**src/hw/rtl/motg_pkg.sv**
```systemverilog
`timescale 1ns / 1ps
// ----------------------------------------------------------------------------
// Motor overcurrent trip guard package
// Shared constants, register indexes, mode codes and the structs passed
// between the configuration block, the evaluation core and the top level.
// ----------------------------------------------------------------------------
package motg_pkg;

  localparam int MAX_WINDOW_DEF = 64;
  localparam int ADC_BITS_DEF   = 12;

  localparam int SAMPLE_W = 12;
  localparam int WLEN_W   = 7;
  localparam int CODE_W   = 12;
  localparam int DEV_W    = 18;
  localparam int MODE_W   = 2;

  localparam int CFG_IDX_W  = 2;
  localparam int CFG_DATA_W = 12;

  localparam logic [CFG_IDX_W-1:0] CFG_WINDOW_LENGTH = 2'd0;
  localparam logic [CFG_IDX_W-1:0] CFG_ZERO_OFFSET   = 2'd1;
  localparam logic [CFG_IDX_W-1:0] CFG_TRIP_LIMIT    = 2'd2;

  localparam logic [WLEN_W-1:0] WLEN_RESET   = 7'd50;
  localparam logic [CODE_W-1:0] OFFSET_RESET = 12'd1951;
  localparam logic [CODE_W-1:0] LIMIT_RESET  = 12'd45;

  localparam logic [MODE_W-1:0] MODE_RUN   = 2'd0;
  localparam logic [MODE_W-1:0] MODE_ESTOP = 2'd1;
  localparam logic [MODE_W-1:0] MODE_OVER  = 2'd2;

  typedef struct packed {
    logic [WLEN_W-1:0] window_length;
    logic [CODE_W-1:0] zero_offset_code;
    logic [CODE_W-1:0] trip_limit_code;
  } cfg_t;

  typedef struct packed {
    logic              motor_enable;
    logic [MODE_W-1:0] mode;
    logic              run_lamp;
    logic              stop_lamp;
    logic              led_low_current;
    logic              led_high_current;
    logic              window_done;
    logic [DEV_W-1:0]  window_deviation;
    logic [DEV_W-1:0]  trip_deviation;
  } res_t;

endpackage

```
**src/hw/rtl/motg_cfg.sv**
```systemverilog
`timescale 1ns / 1ps
// ----------------------------------------------------------------------------
// Motor overcurrent trip guard configuration registers
// Holds the window length, zero offset and trip limit; writes to an unknown
// index are dropped.
// ----------------------------------------------------------------------------
module motg_cfg (
  input  logic                           clk,
  input  logic                           rst,
  input  logic                           cfg_valid,
  output logic                           cfg_ready,
  input  logic [motg_pkg::CFG_IDX_W-1:0]  cfg_index,
  input  logic [motg_pkg::CFG_DATA_W-1:0] cfg_data,
  output motg_pkg::cfg_t                 cfg
);
  import motg_pkg::*;

  assign cfg_ready = 1'b1;

  always_ff @(posedge clk) begin
    if (rst) begin
      cfg.window_length    <= WLEN_RESET;
      cfg.zero_offset_code <= OFFSET_RESET;
      cfg.trip_limit_code  <= LIMIT_RESET;
    end else if (cfg_valid) begin
      unique case (cfg_index)
        CFG_WINDOW_LENGTH: cfg.window_length    <= cfg_data[WLEN_W-1:0];
        CFG_ZERO_OFFSET:   cfg.zero_offset_code <= cfg_data[CODE_W-1:0];
        CFG_TRIP_LIMIT:    cfg.trip_limit_code  <= cfg_data[CODE_W-1:0];
        default: begin
        end
      endcase
    end
  end

endmodule

```
**src/hw/rtl/motg_core.sv**
```systemverilog
`timescale 1ns / 1ps
// ----------------------------------------------------------------------------
// Motor overcurrent trip guard evaluation core
// Holds the mode, button history, window accumulator and latched trip value,
// and forms the result of one item in a single combinational pass.
// ----------------------------------------------------------------------------
module motg_core #(
  parameter int MAX_WINDOW = motg_pkg::MAX_WINDOW_DEF,
  parameter int ADC_BITS   = motg_pkg::ADC_BITS_DEF
) (
  input  logic                         clk,
  input  logic                         rst,
  input  logic                         step,
  input  logic [motg_pkg::SAMPLE_W-1:0] adc_sample,
  input  logic                         button_level,
  input  motg_pkg::cfg_t               cfg,
  output motg_pkg::res_t               res
);
  import motg_pkg::*;

  localparam int SMP_W  = (ADC_BITS < SAMPLE_W) ? ADC_BITS : SAMPLE_W;
  localparam int CNT_W  = $clog2(MAX_WINDOW + 1);
  localparam int SUM_W  = $clog2(MAX_WINDOW * ((1 << SMP_W) - 1) + 1);
  localparam int PROD_W = CNT_W + CODE_W;
  localparam int CALC_W = (SUM_W > PROD_W) ? SUM_W : PROD_W;

  logic [MODE_W-1:0] run_mode, run_mode_next;
  logic              previous_button;
  logic [SUM_W-1:0]  sample_sum, sample_sum_next;
  logic [CNT_W-1:0]  sample_count, sample_count_next;
  logic [DEV_W-1:0]  latched_trip_deviation, latched_trip_deviation_next;

  logic [8:0]        wlen_ext;
  logic [CNT_W-1:0]  win;
  logic              fall;
  logic [MODE_W-1:0] mode_a;
  logic [SUM_W-1:0]  sum_a;
  logic [CNT_W-1:0]  cnt_a;
  logic [SUM_W-1:0]  sum_acc;
  logic [CNT_W-1:0]  cnt_acc;
  logic [PROD_W-1:0] base;
  logic [PROD_W-1:0] thresh;
  logic [CALC_W-1:0] sum_ext, base_ext, thresh_ext, deviation;
  logic              done;

  always_comb begin
    wlen_ext = {2'b00, cfg.window_length};
    if (wlen_ext == 9'd0) begin
      win = CNT_W'(1);
    end else if (wlen_ext > 9'(MAX_WINDOW)) begin
      win = CNT_W'(MAX_WINDOW);
    end else begin
      win = wlen_ext[CNT_W-1:0];
    end
  end

  assign base       = PROD_W'(win) * PROD_W'(cfg.zero_offset_code);
  assign thresh     = PROD_W'(win) * PROD_W'(cfg.trip_limit_code);
  assign fall       = !button_level && previous_button;
  assign sum_acc    = sum_a + SUM_W'(adc_sample[SMP_W-1:0]);
  assign cnt_acc    = cnt_a + CNT_W'(1);
  assign sum_ext    = CALC_W'(sum_acc);
  assign base_ext   = CALC_W'(base);
  assign thresh_ext = CALC_W'(thresh);
  assign deviation  = (sum_ext >= base_ext) ? sum_ext - base_ext : base_ext - sum_ext;

  always_comb begin
    mode_a                      = run_mode;
    sum_a                       = sample_sum;
    cnt_a                       = sample_count;
    latched_trip_deviation_next = latched_trip_deviation;
    if (fall) begin
      sum_a = '0;
      cnt_a = '0;
      if (run_mode != MODE_RUN) begin
        mode_a                      = MODE_RUN;
        latched_trip_deviation_next = '0;
      end else begin
        mode_a = MODE_ESTOP;
      end
    end
    run_mode_next     = mode_a;
    sample_sum_next   = sum_a;
    sample_count_next = cnt_a;
    done              = 1'b0;
    if (mode_a == MODE_RUN) begin
      sample_sum_next   = sum_acc;
      sample_count_next = cnt_acc;
      if (cnt_acc >= win) begin
        done              = 1'b1;
        sample_sum_next   = '0;
        sample_count_next = '0;
        if (deviation >= thresh_ext) begin
          run_mode_next               = MODE_OVER;
          latched_trip_deviation_next = deviation[DEV_W-1:0];
        end
      end
    end
  end

  always_comb begin
    res.motor_enable     = (run_mode_next == MODE_RUN);
    res.mode             = run_mode_next;
    res.run_lamp         = (run_mode_next == MODE_RUN);
    res.stop_lamp        = (run_mode_next != MODE_RUN);
    res.led_low_current  = (run_mode_next == MODE_RUN);
    res.led_high_current = (run_mode_next == MODE_OVER);
    res.window_done      = done;
    res.window_deviation = done ? deviation[DEV_W-1:0] : '0;
    res.trip_deviation   = latched_trip_deviation_next;
  end

  always_ff @(posedge clk) begin
    if (rst) begin
      run_mode               <= MODE_RUN;
      previous_button        <= 1'b1;
      sample_sum             <= '0;
      sample_count           <= '0;
      latched_trip_deviation <= '0;
    end else if (step) begin
      run_mode               <= run_mode_next;
      previous_button        <= button_level;
      sample_sum             <= sample_sum_next;
      sample_count           <= sample_count_next;
      latched_trip_deviation <= latched_trip_deviation_next;
    end
  end

`ifndef SYNTHESIS
  a_trip_held_only_in_over: assert property (@(posedge clk) disable iff (rst)
    latched_trip_deviation != '0 |-> run_mode == MODE_OVER)
    else $error("Latched trip value is set outside overcurrent lockout.");
  a_count_below_max: assert property (@(posedge clk) disable iff (rst)
    sample_count < CNT_W'(MAX_WINDOW))
    else $error("Window count reached the maximum window without completing.");
  a_idle_window_in_lockout: assert property (@(posedge clk) disable iff (rst)
    run_mode != MODE_RUN |-> sample_count == '0 && sample_sum == '0)
    else $error("Partial window kept during a lockout.");
`endif

endmodule

```
**src/hw/rtl/motor_overcurrent_trip_guard.sv**
```systemverilog
`timescale 1ns / 1ps
// ----------------------------------------------------------------------------
// Motor overcurrent trip guard
// Tracks run, e-stop and overcurrent lockout modes from the button level and
// windowed ADC current samples, and drives the relay and indicator outputs.
//
//   Channel   Signals                                      Direction
//   sample    sample_valid, sample_ready, adc_sample,      in
//             button_level
//   result    result_valid, result_ready, motor_enable ... out
//   cfg       cfg_valid, cfg_ready, cfg_index, cfg_data    in
//
// One item passes from the input register through the evaluation core into
// the result register; an item is accepted every cycle while results are
// taken, and result_valid rises when the item is written into the result
// register. The evaluation core is combinational. Reset restores the
// register defaults and running mode. A stalled result holds the result
// register; the input register still takes one further item, then
// sample_ready drops until the result is taken.
// ----------------------------------------------------------------------------
module motor_overcurrent_trip_guard #(
  parameter int MAX_WINDOW = motg_pkg::MAX_WINDOW_DEF,
  parameter int ADC_BITS   = motg_pkg::ADC_BITS_DEF
) (
  input  logic                           clk,
  input  logic                           rst,
  input  logic                           sample_valid,
  output logic                           sample_ready,
  input  logic [motg_pkg::SAMPLE_W-1:0]   adc_sample,
  input  logic                           button_level,
  output logic                           result_valid,
  input  logic                           result_ready,
  output logic                           motor_enable,
  output logic [motg_pkg::MODE_W-1:0]     mode,
  output logic                           run_lamp,
  output logic                           stop_lamp,
  output logic                           led_low_current,
  output logic                           led_high_current,
  output logic                           window_done,
  output logic [motg_pkg::DEV_W-1:0]      window_deviation,
  output logic [motg_pkg::DEV_W-1:0]      trip_deviation,
  input  logic                           cfg_valid,
  output logic                           cfg_ready,
  input  logic [motg_pkg::CFG_IDX_W-1:0]  cfg_index,
  input  logic [motg_pkg::CFG_DATA_W-1:0] cfg_data
);
  import motg_pkg::*;

  cfg_t                cfg;
  res_t                res;
  res_t                res_reg;
  logic                hold_valid;
  logic [SAMPLE_W-1:0] hold_sample;
  logic                hold_button;
  logic                advance;

  assign advance      = hold_valid && (!result_valid || result_ready);
  assign sample_ready = !hold_valid || advance;

  motg_cfg u_cfg (
    .clk       (clk),
    .rst       (rst),
    .cfg_valid (cfg_valid),
    .cfg_ready (cfg_ready),
    .cfg_index (cfg_index),
    .cfg_data  (cfg_data),
    .cfg       (cfg)
  );

  motg_core #(
    .MAX_WINDOW (MAX_WINDOW),
    .ADC_BITS   (ADC_BITS)
  ) u_core (
    .clk          (clk),
    .rst          (rst),
    .step         (advance),
    .adc_sample   (hold_sample),
    .button_level (hold_button),
    .cfg          (cfg),
    .res          (res)
  );

  always_ff @(posedge clk) begin
    if (rst) begin
      hold_valid <= 1'b0;
    end else if (sample_ready) begin
      hold_valid <= sample_valid;
    end
  end

  always_ff @(posedge clk) begin
    if (sample_valid && sample_ready) begin
      hold_sample <= adc_sample;
      hold_button <= button_level;
    end
  end

  always_ff @(posedge clk) begin
    if (rst) begin
      result_valid <= 1'b0;
    end else if (advance) begin
      result_valid <= 1'b1;
    end else if (result_ready) begin
      result_valid <= 1'b0;
    end
  end

  always_ff @(posedge clk) begin
    if (advance) begin
      res_reg <= res;
    end
  end

  assign motor_enable     = res_reg.motor_enable;
  assign mode             = res_reg.mode;
  assign run_lamp         = res_reg.run_lamp;
  assign stop_lamp        = res_reg.stop_lamp;
  assign led_low_current  = res_reg.led_low_current;
  assign led_high_current = res_reg.led_high_current;
  assign window_done      = res_reg.window_done;
  assign window_deviation = res_reg.window_deviation;
  assign trip_deviation   = res_reg.trip_deviation;

`ifndef SYNTHESIS
  a_stall_means_full: assert property (@(posedge clk) disable iff (rst)
    !sample_ready |-> hold_valid && result_valid)
    else $error("Input stalled while the pipeline has room.");
  a_advance_fills_result: assert property (@(posedge clk) disable iff (rst)
    advance |=> result_valid)
    else $error("An item left the input register but no result is shown.");
  a_hold_kept_on_stall: assert property (@(posedge clk) disable iff (rst)
    hold_valid && !advance |=> hold_valid && $stable(hold_sample) && $stable(hold_button))
    else $error("A held item was lost or changed while stalled.");
`endif

endmodule
```
**config.mk**
```make
export PLATFORM = sky130hd
export DESIGN_NAME = motor_overcurrent_trip_guard
export DESIGN_NICKNAME = d
export VERILOG_FILES = /design/src/hw/rtl/motg_pkg.sv /design/src/hw/rtl/motg_cfg.sv /design/src/hw/rtl/motg_core.sv /design/src/hw/rtl/motor_overcurrent_trip_guard.sv
export SDC_FILE = /design/constraint.sdc
export NUM_CORES = 1
export LEC_CHECK = 0
export ABC_AREA = 1
export BUFFER_PORTS_ARGS = -buffer_cell sky130_fd_sc_hd__clkbuf_2
export CORE_ASPECT_RATIO = 0.8
export CORE_UTILIZATION = 57
export DETAILED_ROUTE_END_ITERATION = 10
export PLACE_DENSITY = 0.81
export SLEW_MARGIN = 10
export SYNTH_ARGS = -nofsm -noshare
export SYNTH_HDL_FRONTEND = slang
export SYNTH_SLANG_ARGS = --single-unit
```
**constraint.sdc**
```tcl
create_clock -name clk -period 9.9 [get_ports clk]
set_clock_uncertainty 0.05 [all_clocks]
set_input_delay 2.475 -clock clk [delete_from_list [all_inputs] [get_ports clk]]
set_output_delay 2.475 -clock clk [all_outputs]
set_load 0.005 [all_outputs]
```
## After elaboration in Yosys (flattened, before gate mapping)

Index checks and enable logic that the tools add are counted.

| storage, ports and cells | value |
|---|---|
| register bits after elaboration | 134 |
| input port bits | 32 |
| output and inout port bits | 47 |
| word-level logic and storage cells | 73 |

| operators by class | value |
|---|---|
| add/sub/neg operators | 4 |
| multipliers | 2 |
| $lt $le $gt $ge | 4 |
| equality and inequality tests | 3 |
| muxes and demuxes | 23 |
| reductions and logical operators | 18 |

Operators with widths:

| cell | number |
|---|---|
| $mux 18 | 8 |
| $mul 7x12->19 | 2 |
| $mux 7 | 5 |
| $ge 18x19->1 | 1 |
| $ge 19x19->1 | 1 |
| $mux 19 | 1 |
| $sub 18x19->19 | 1 |
| $sub 19x18->19 | 1 |
| $add 18x12->18 | 1 |
| $mux 2 | 4 |
| $add 7x1->7 const B | 1 |
| $ge 7x7->1 | 1 |
| $gt 7x7->1 const B | 1 |
| $logic_not 7->1 | 1 |
| $logic_not 2->1 | 3 |
| $reduce_and 2->1 | 3 |
| $reduce_bool 2->1 | 3 |
| $mux 1 | 5 |
| $eq 2x2->1 const B | 2 |
| $logic_and 1x1->1 | 3 |
| $logic_not 1->1 | 3 |
| $eq 2x1->1 const B | 1 |
| $logic_or 1x1->1 | 2 |

## Depth between registers and ports, before layout

| depth | value |
|---|---|
| depth in word-level cells | 11 |
| mapped depth | 57 |

## By module

Synthesis repeated with hierarchy kept, for this count alone.

| unflattened totals | value |
|---|---|
| cells, all modules | 2074 |
| area, all modules | 14695.3 sq um |

By module, submodules not included:

| module | instances | cells an instance | area each (sq um) |
|---|---|---|---|
| motg_core | 1 | 1831 | 11639.9 |
| motor_overcurrent_trip_guard | 1 | 69 | 1803.0 |
| motg_cfg | 1 | 174 | 1252.5 |

## Worst setup path after synthesis

OpenSTA, ideal clock, no wires.

| timing path | value |
|---|---|
| path type | register -> register |
| from | reg u_cfg.cfg[30] (netlist name) |
| to | reg res_reg (netlist bit trip_deviation[10]) (data pin) |
| library setup time | 0.255 ns |
| arrival time | 7.462 ns |
| required time | 9.595 ns |
| setup slack | 2.134 ns |
| stages on the path, launching flop included | 44 |
| period minus slack after synthesis | 7.766 ns |
| path through | dfxtp_1 -> clkbuf_1 -> nand2_1 -> nand2_1 -> clkbuf_1 -> nor2_1 -> fa_1 -> inv_1 -> fa_1 -> fa_1 -> fa_1 -> inv_1 -> ha_1 -> nand2_1 -> inv_1 -> a21oi_1 -> nand2_1 -> a21boi_0 -> [... 8 more ...] -> nand2_2 -> nand2_4 -> nand2_8 -> nand2_8 -> buf_12 -> nand2_4 -> nand2_1 -> inv_1 -> ha_1 -> nand2_1 -> nor2_1 -> nand2_1 -> nand3b_1 -> nand4_1 -> nand4_2 -> dlymetal6s2s_1 -> nand3_1 -> nand2_1 |

RTL lines:

| item | RTL line | RTL |
|---|---|---|
| end signal, assigned | motor_overcurrent_trip_guard.sv:110 | `res_reg <= res;` |
| end, declared | motor_overcurrent_trip_guard.sv:51 | `res_t res_reg;` |

## Worst setup path in the final report

| timing path | value |
|---|---|
| from | reg u_cfg.cfg[30] (netlist name) |
| to | reg u_core.latched_trip_deviation[13] |

| on the way | value |
|---|---|
| longest elaborated chain between the ends | 10 |
| elaborated cells on any way between the ends | 15 |
| classes of those cells | add/sub (2); mul (2); order compare (4); mux (6); reduce/logical (1) |

RTL lines:

| item | RTL line | RTL |
|---|---|---|
| $gt 7x7->1 | motg_core.sv:50 | `end else if (wlen_ext > 9'(MAX_WINDOW)) begin` |
| $mux 7 | motg_core.sv:50 |  |
| $mux 7 * | motg_core.sv:48 | `if (wlen_ext == 9'd0) begin` |
| $mul 7x12->19 * | motg_core.sv:57 | `assign base = PROD_W'(win) * PROD_W'(cfg.zero_offset_code);` |
| $sub 19x18->19 (tied with other cells) | motg_core.sv:65 | `assign deviation = (sum_ext >= base_ext) ? sum_ext - base_ext : base_ext - sum_ext;` |
| $mux 19 * | motg_core.sv:65 |  |
| net u_core.deviation[12] | motg_core.sv:43 | `logic [CALC_W-1:0] sum_ext, base_ext, thresh_ext, deviation;` |
| $ge 19x19->1 * | motg_core.sv:93 | `if (deviation >= thresh_ext) begin` |
| $mux 18 * | motg_core.sv:93 |  |
| $mux 18 * | motg_core.sv:89 | `if (cnt_acc >= win) begin` |
| $mux 18 * | motg_core.sv:86 | `if (mode_a == MODE_RUN) begin` |
| end signal, assigned | motg_core.sv:125 | `latched_trip_deviation <= latched_trip_deviation_next;` |
| end, declared | motg_core.sv:31 | `logic [DEV_W-1:0] latched_trip_deviation, latched_trip_deviation_next;` |

Mark *: on every way through the listed nets, which the timed path passes. The rest lies on a longest branch.
A chain may end at the register's enable or synchronous reset.

==> flow_summary.yaml <==
setup_path:
  path_depth: 45
  startpoint: "u_cfg.cfg[30]"
  crit_path_max_incr_delay_ns: 0.58
  crit_top_cell: "nand2_1"
  startpoint_type: "flop"
  r2r_cells: 45
  r2r-start: "u_cfg.cfg[30]"
  end_kind: "flop"
  worst-setup-path-type: "reg -> reg"
  r2r-end: "u_core.latched_trip_deviation[13]"
  critPathBufInv: 10
  endpoint: "u_core.latched_trip_deviation[13]"
  r2r_setup_slack_ns: 0.73
  path_max_fanout: 25
  crit_required_ns: 10.19
  critical_path_arrival_ns: 9.46
  cp_top_family: "adder cells"
  slowest_stage: "fa_1"
grt:
  grt_pass1_wl_mm: 64.0
  grt_start_max_net_pins: 81
  antenna_found_initial: 0
  gr-total-overflow: 0
  grtUsageTotal_pct: 30.3
  grt_pass1_vias: 12800
synth:
  synthDominantAreaCellType: "fa_1"
  synth_area_mm2: 0.0150
  ys.flop_type: "dfxtp_1"
  netlist_top_cells_area: "fa_1 (14%), ha_1 (13%), nand2_1 (12%)"
  synth_compound_area_share_pct: 10.1
  synth_nets: 2311
  synth.most_common_cell: "nand2_1"
  synth_fa_ha_area_share_pct: 26.0
  ys_seq_area_share_pct: 21.6
  synth-xor-area-share_pct: 3.74
  synth_top_family_by_area: "simple AND/OR/NAND/NOR gates"
  synth_common_cells: "nand2_1 (482), inv_1 (367), nor2_1 (214)"
  syn_avg_cell_area_um2: 7.38
  async_reset_ff_share_pct: 0
  synth-seq-cells: 134
  ys_warn_count: 0
  muxShareOfSynthArea_pct: 0
  synth-simple-area-share_pct: 26.5
  postSynthCellCount: 2028
  synth_top_area_share_pct: 13.5
  synth_edf_count: 55
  yosys.cell_types.count: 59
place:
  place_hpwl_mm: 31.4
  place.gp.congestion: 0.958
  place_area_mm2: 0.0155
  port_buffers: 77
  dpl.cell_count: 2413
clock_network:
  cts_made_buffers: 17
  postCtsSetupBuffers: 0
  insertion_delay_ns: 0.45
  holdBufCountCts: 0
  cts_num_sinks: 134
  clk_pin_slew_ns: 0.06
  clockBufferDepth: 2
  clockRootBuffer: "clkbuf_16"
  htree_levels: 4
  cts.repair.resized: 0
  tritoncts: "done"
floorplanning:
  die_area_mm2: 0.0269
  io_pins: 79
  die_w_um: 183
  rows: 52
  core-area_mm2: 0.0256
  die_y_um: 147
  initial_utilization_pct: 58.6
timing:
  maxSlewHeadroom_pct: 22.0
  fin_setup_tns_ns: 0
  hold_slack_ns: 0.430
  worst_slew_pin_slew_ns: 1.17
  period_minus_slack_ns: 9.17
  fmax_mhz: 109
  maxSlewViolCount: 0
  setup_viol: 0
  rsz0062_at_grt: "no"
  fin_crit_sh_pct: 92.6
  hold_violations: 0
run:
  maxCapViolCount: 0
drt:
  route.detailed.drc: 0
  wl_mm: 39.2
  drt_pass1_iterations: 6
  vias: 13400
  ant_nets: 0
  viasPerCell: 5.48
  drt-initial-drc-count: 1240
  routedWlPerCell_um: 16.0
layout:
  syn2layout_area_growth_pct: 7.34
  num_antenna_cells: 0
  fillers: 2318
  nets: 2364
  stdcell_area_mm2: 0.0161
  instances_no_fill: 2445
  drive_gt1_share_pct: 10.1
hold_path:
  hold_class: "reg -> reg"
status:
  status: "completed"
through the flow:
stage                     setup WS (ns)  util, %
after floorplan                    2.13        -
after global placement             1.03     60.7
after detailed placement          0.886     60.7
after CTS                         0.820     62.9
after global routing              0.125     62.9
final                             0.731     62.9
state kept, by name, indices dropped and copies added, names as in the netlist:
signal / count
trip_deviation: 18
u_core.latched_trip_deviation: 18
hold_button: 1
hold_sample: 12
u_core.run_mode: 2
u_core.sample_count: 7
u_cfg.cfg: 31
window_done: 1
led_low_current: 1
result_valid: 1
stop_lamp: 1
u_core.sample_sum: 18
window_deviation: 18
u_core.previous_button: 1
mode: 2
led_high_current: 1
hold_valid: 1
logic make-up (layout without fill, tap and decap cells):
kind of cell | after synthesis | count (layout)
compound gates | 264 | 264
xor+xnor | 64 | 64
fa+ha+maj | 251 | 251
buf+inv | 435 | 501
flops | 134 | 134
other cells | 1 | 1
simple gates | 879 | 879
layer usage:
layer | GRT usage [%] | vias to the layer above | routed length (µm) | part of all wire [%]
li1 | - | 6487 | - | -
met1 | 43.5 | 6256 | 18000 | 46
met2 | 46.2 | 599 | 16900 | 43
met3 | 5.40 | 65 | 3400 | 8.7
met4 | 9.25 | 0 | 935 | 2.4
met5 | 0 | - | 0 | 0
placed cells by master (no fill, tap or decap), drive strengths merged:
cell type,netlist,final
a21boi,4,4
o2111ai,5,5
o21ai,86,86
inv,376,385
and2,1,1
xor2,52,52
a21o,6,6
buf,18,11
conb,1,1
nand4,11,11
clkinvlp,0,3
o211ai,19,19
nor3,19,19
nand2b,1,1
a21oi,107,107
a211oi,1,1
edfxtp,55,55
nor2,224,224
o21a,3,3
fa,101,101
nand3,113,113
ha,150,150
a31o,1,1
a2111oi,1,1
or2,1,1
clkbuf,33,94
a31oi,23,23
dfxtp,79,79
clkinv,5,8
o21bai,7,7
xnor2,12,12
nand3b,3,3
o31ai,1,1
nand2,506,506
area by class of cell:
class / count / area, µm² / share of cell area [%]
repair buffers: 88 / 468 / 2.91
multi-input cells: 1459 / 9930 / 61.8
flip-flops and latches: 134 / 3230 / 20.1
clock inverters: 15 / 136 / 0.849
well taps: 351 / 439 / 2.73
clock buffers: 17 / 425 / 2.65
inverters: 381 / 1440 / 8.93
worst min-delay path, cell delays in order (launching register included):
cell,delay [ns]
dfxtp_1,0.31
nand2_1,0.06
a21oi_1,0.06
worst min-delay path by stage:
stage                                        end                   start  cells past startpoint  slack (ns)
after CTS                 u_core.sample_count[0]  u_core.sample_count[0]                      2        0.43
after detailed placement  u_core.sample_count[0]  u_core.sample_count[0]                      2        0.41
after global routing      u_core.sample_count[0]  u_core.sample_count[0]                      2        0.45
after global placement    u_core.sample_count[0]  u_core.sample_count[0]                      2        0.40
after floorplan           u_core.sample_count[0]  u_core.sample_count[0]                      2        0.39
final                     u_core.sample_count[0]  u_core.sample_count[0]                      2        0.43
Power is not shown: default switching activity piles up to over one toggle a cycle in this logic, so the estimate is an artifact.
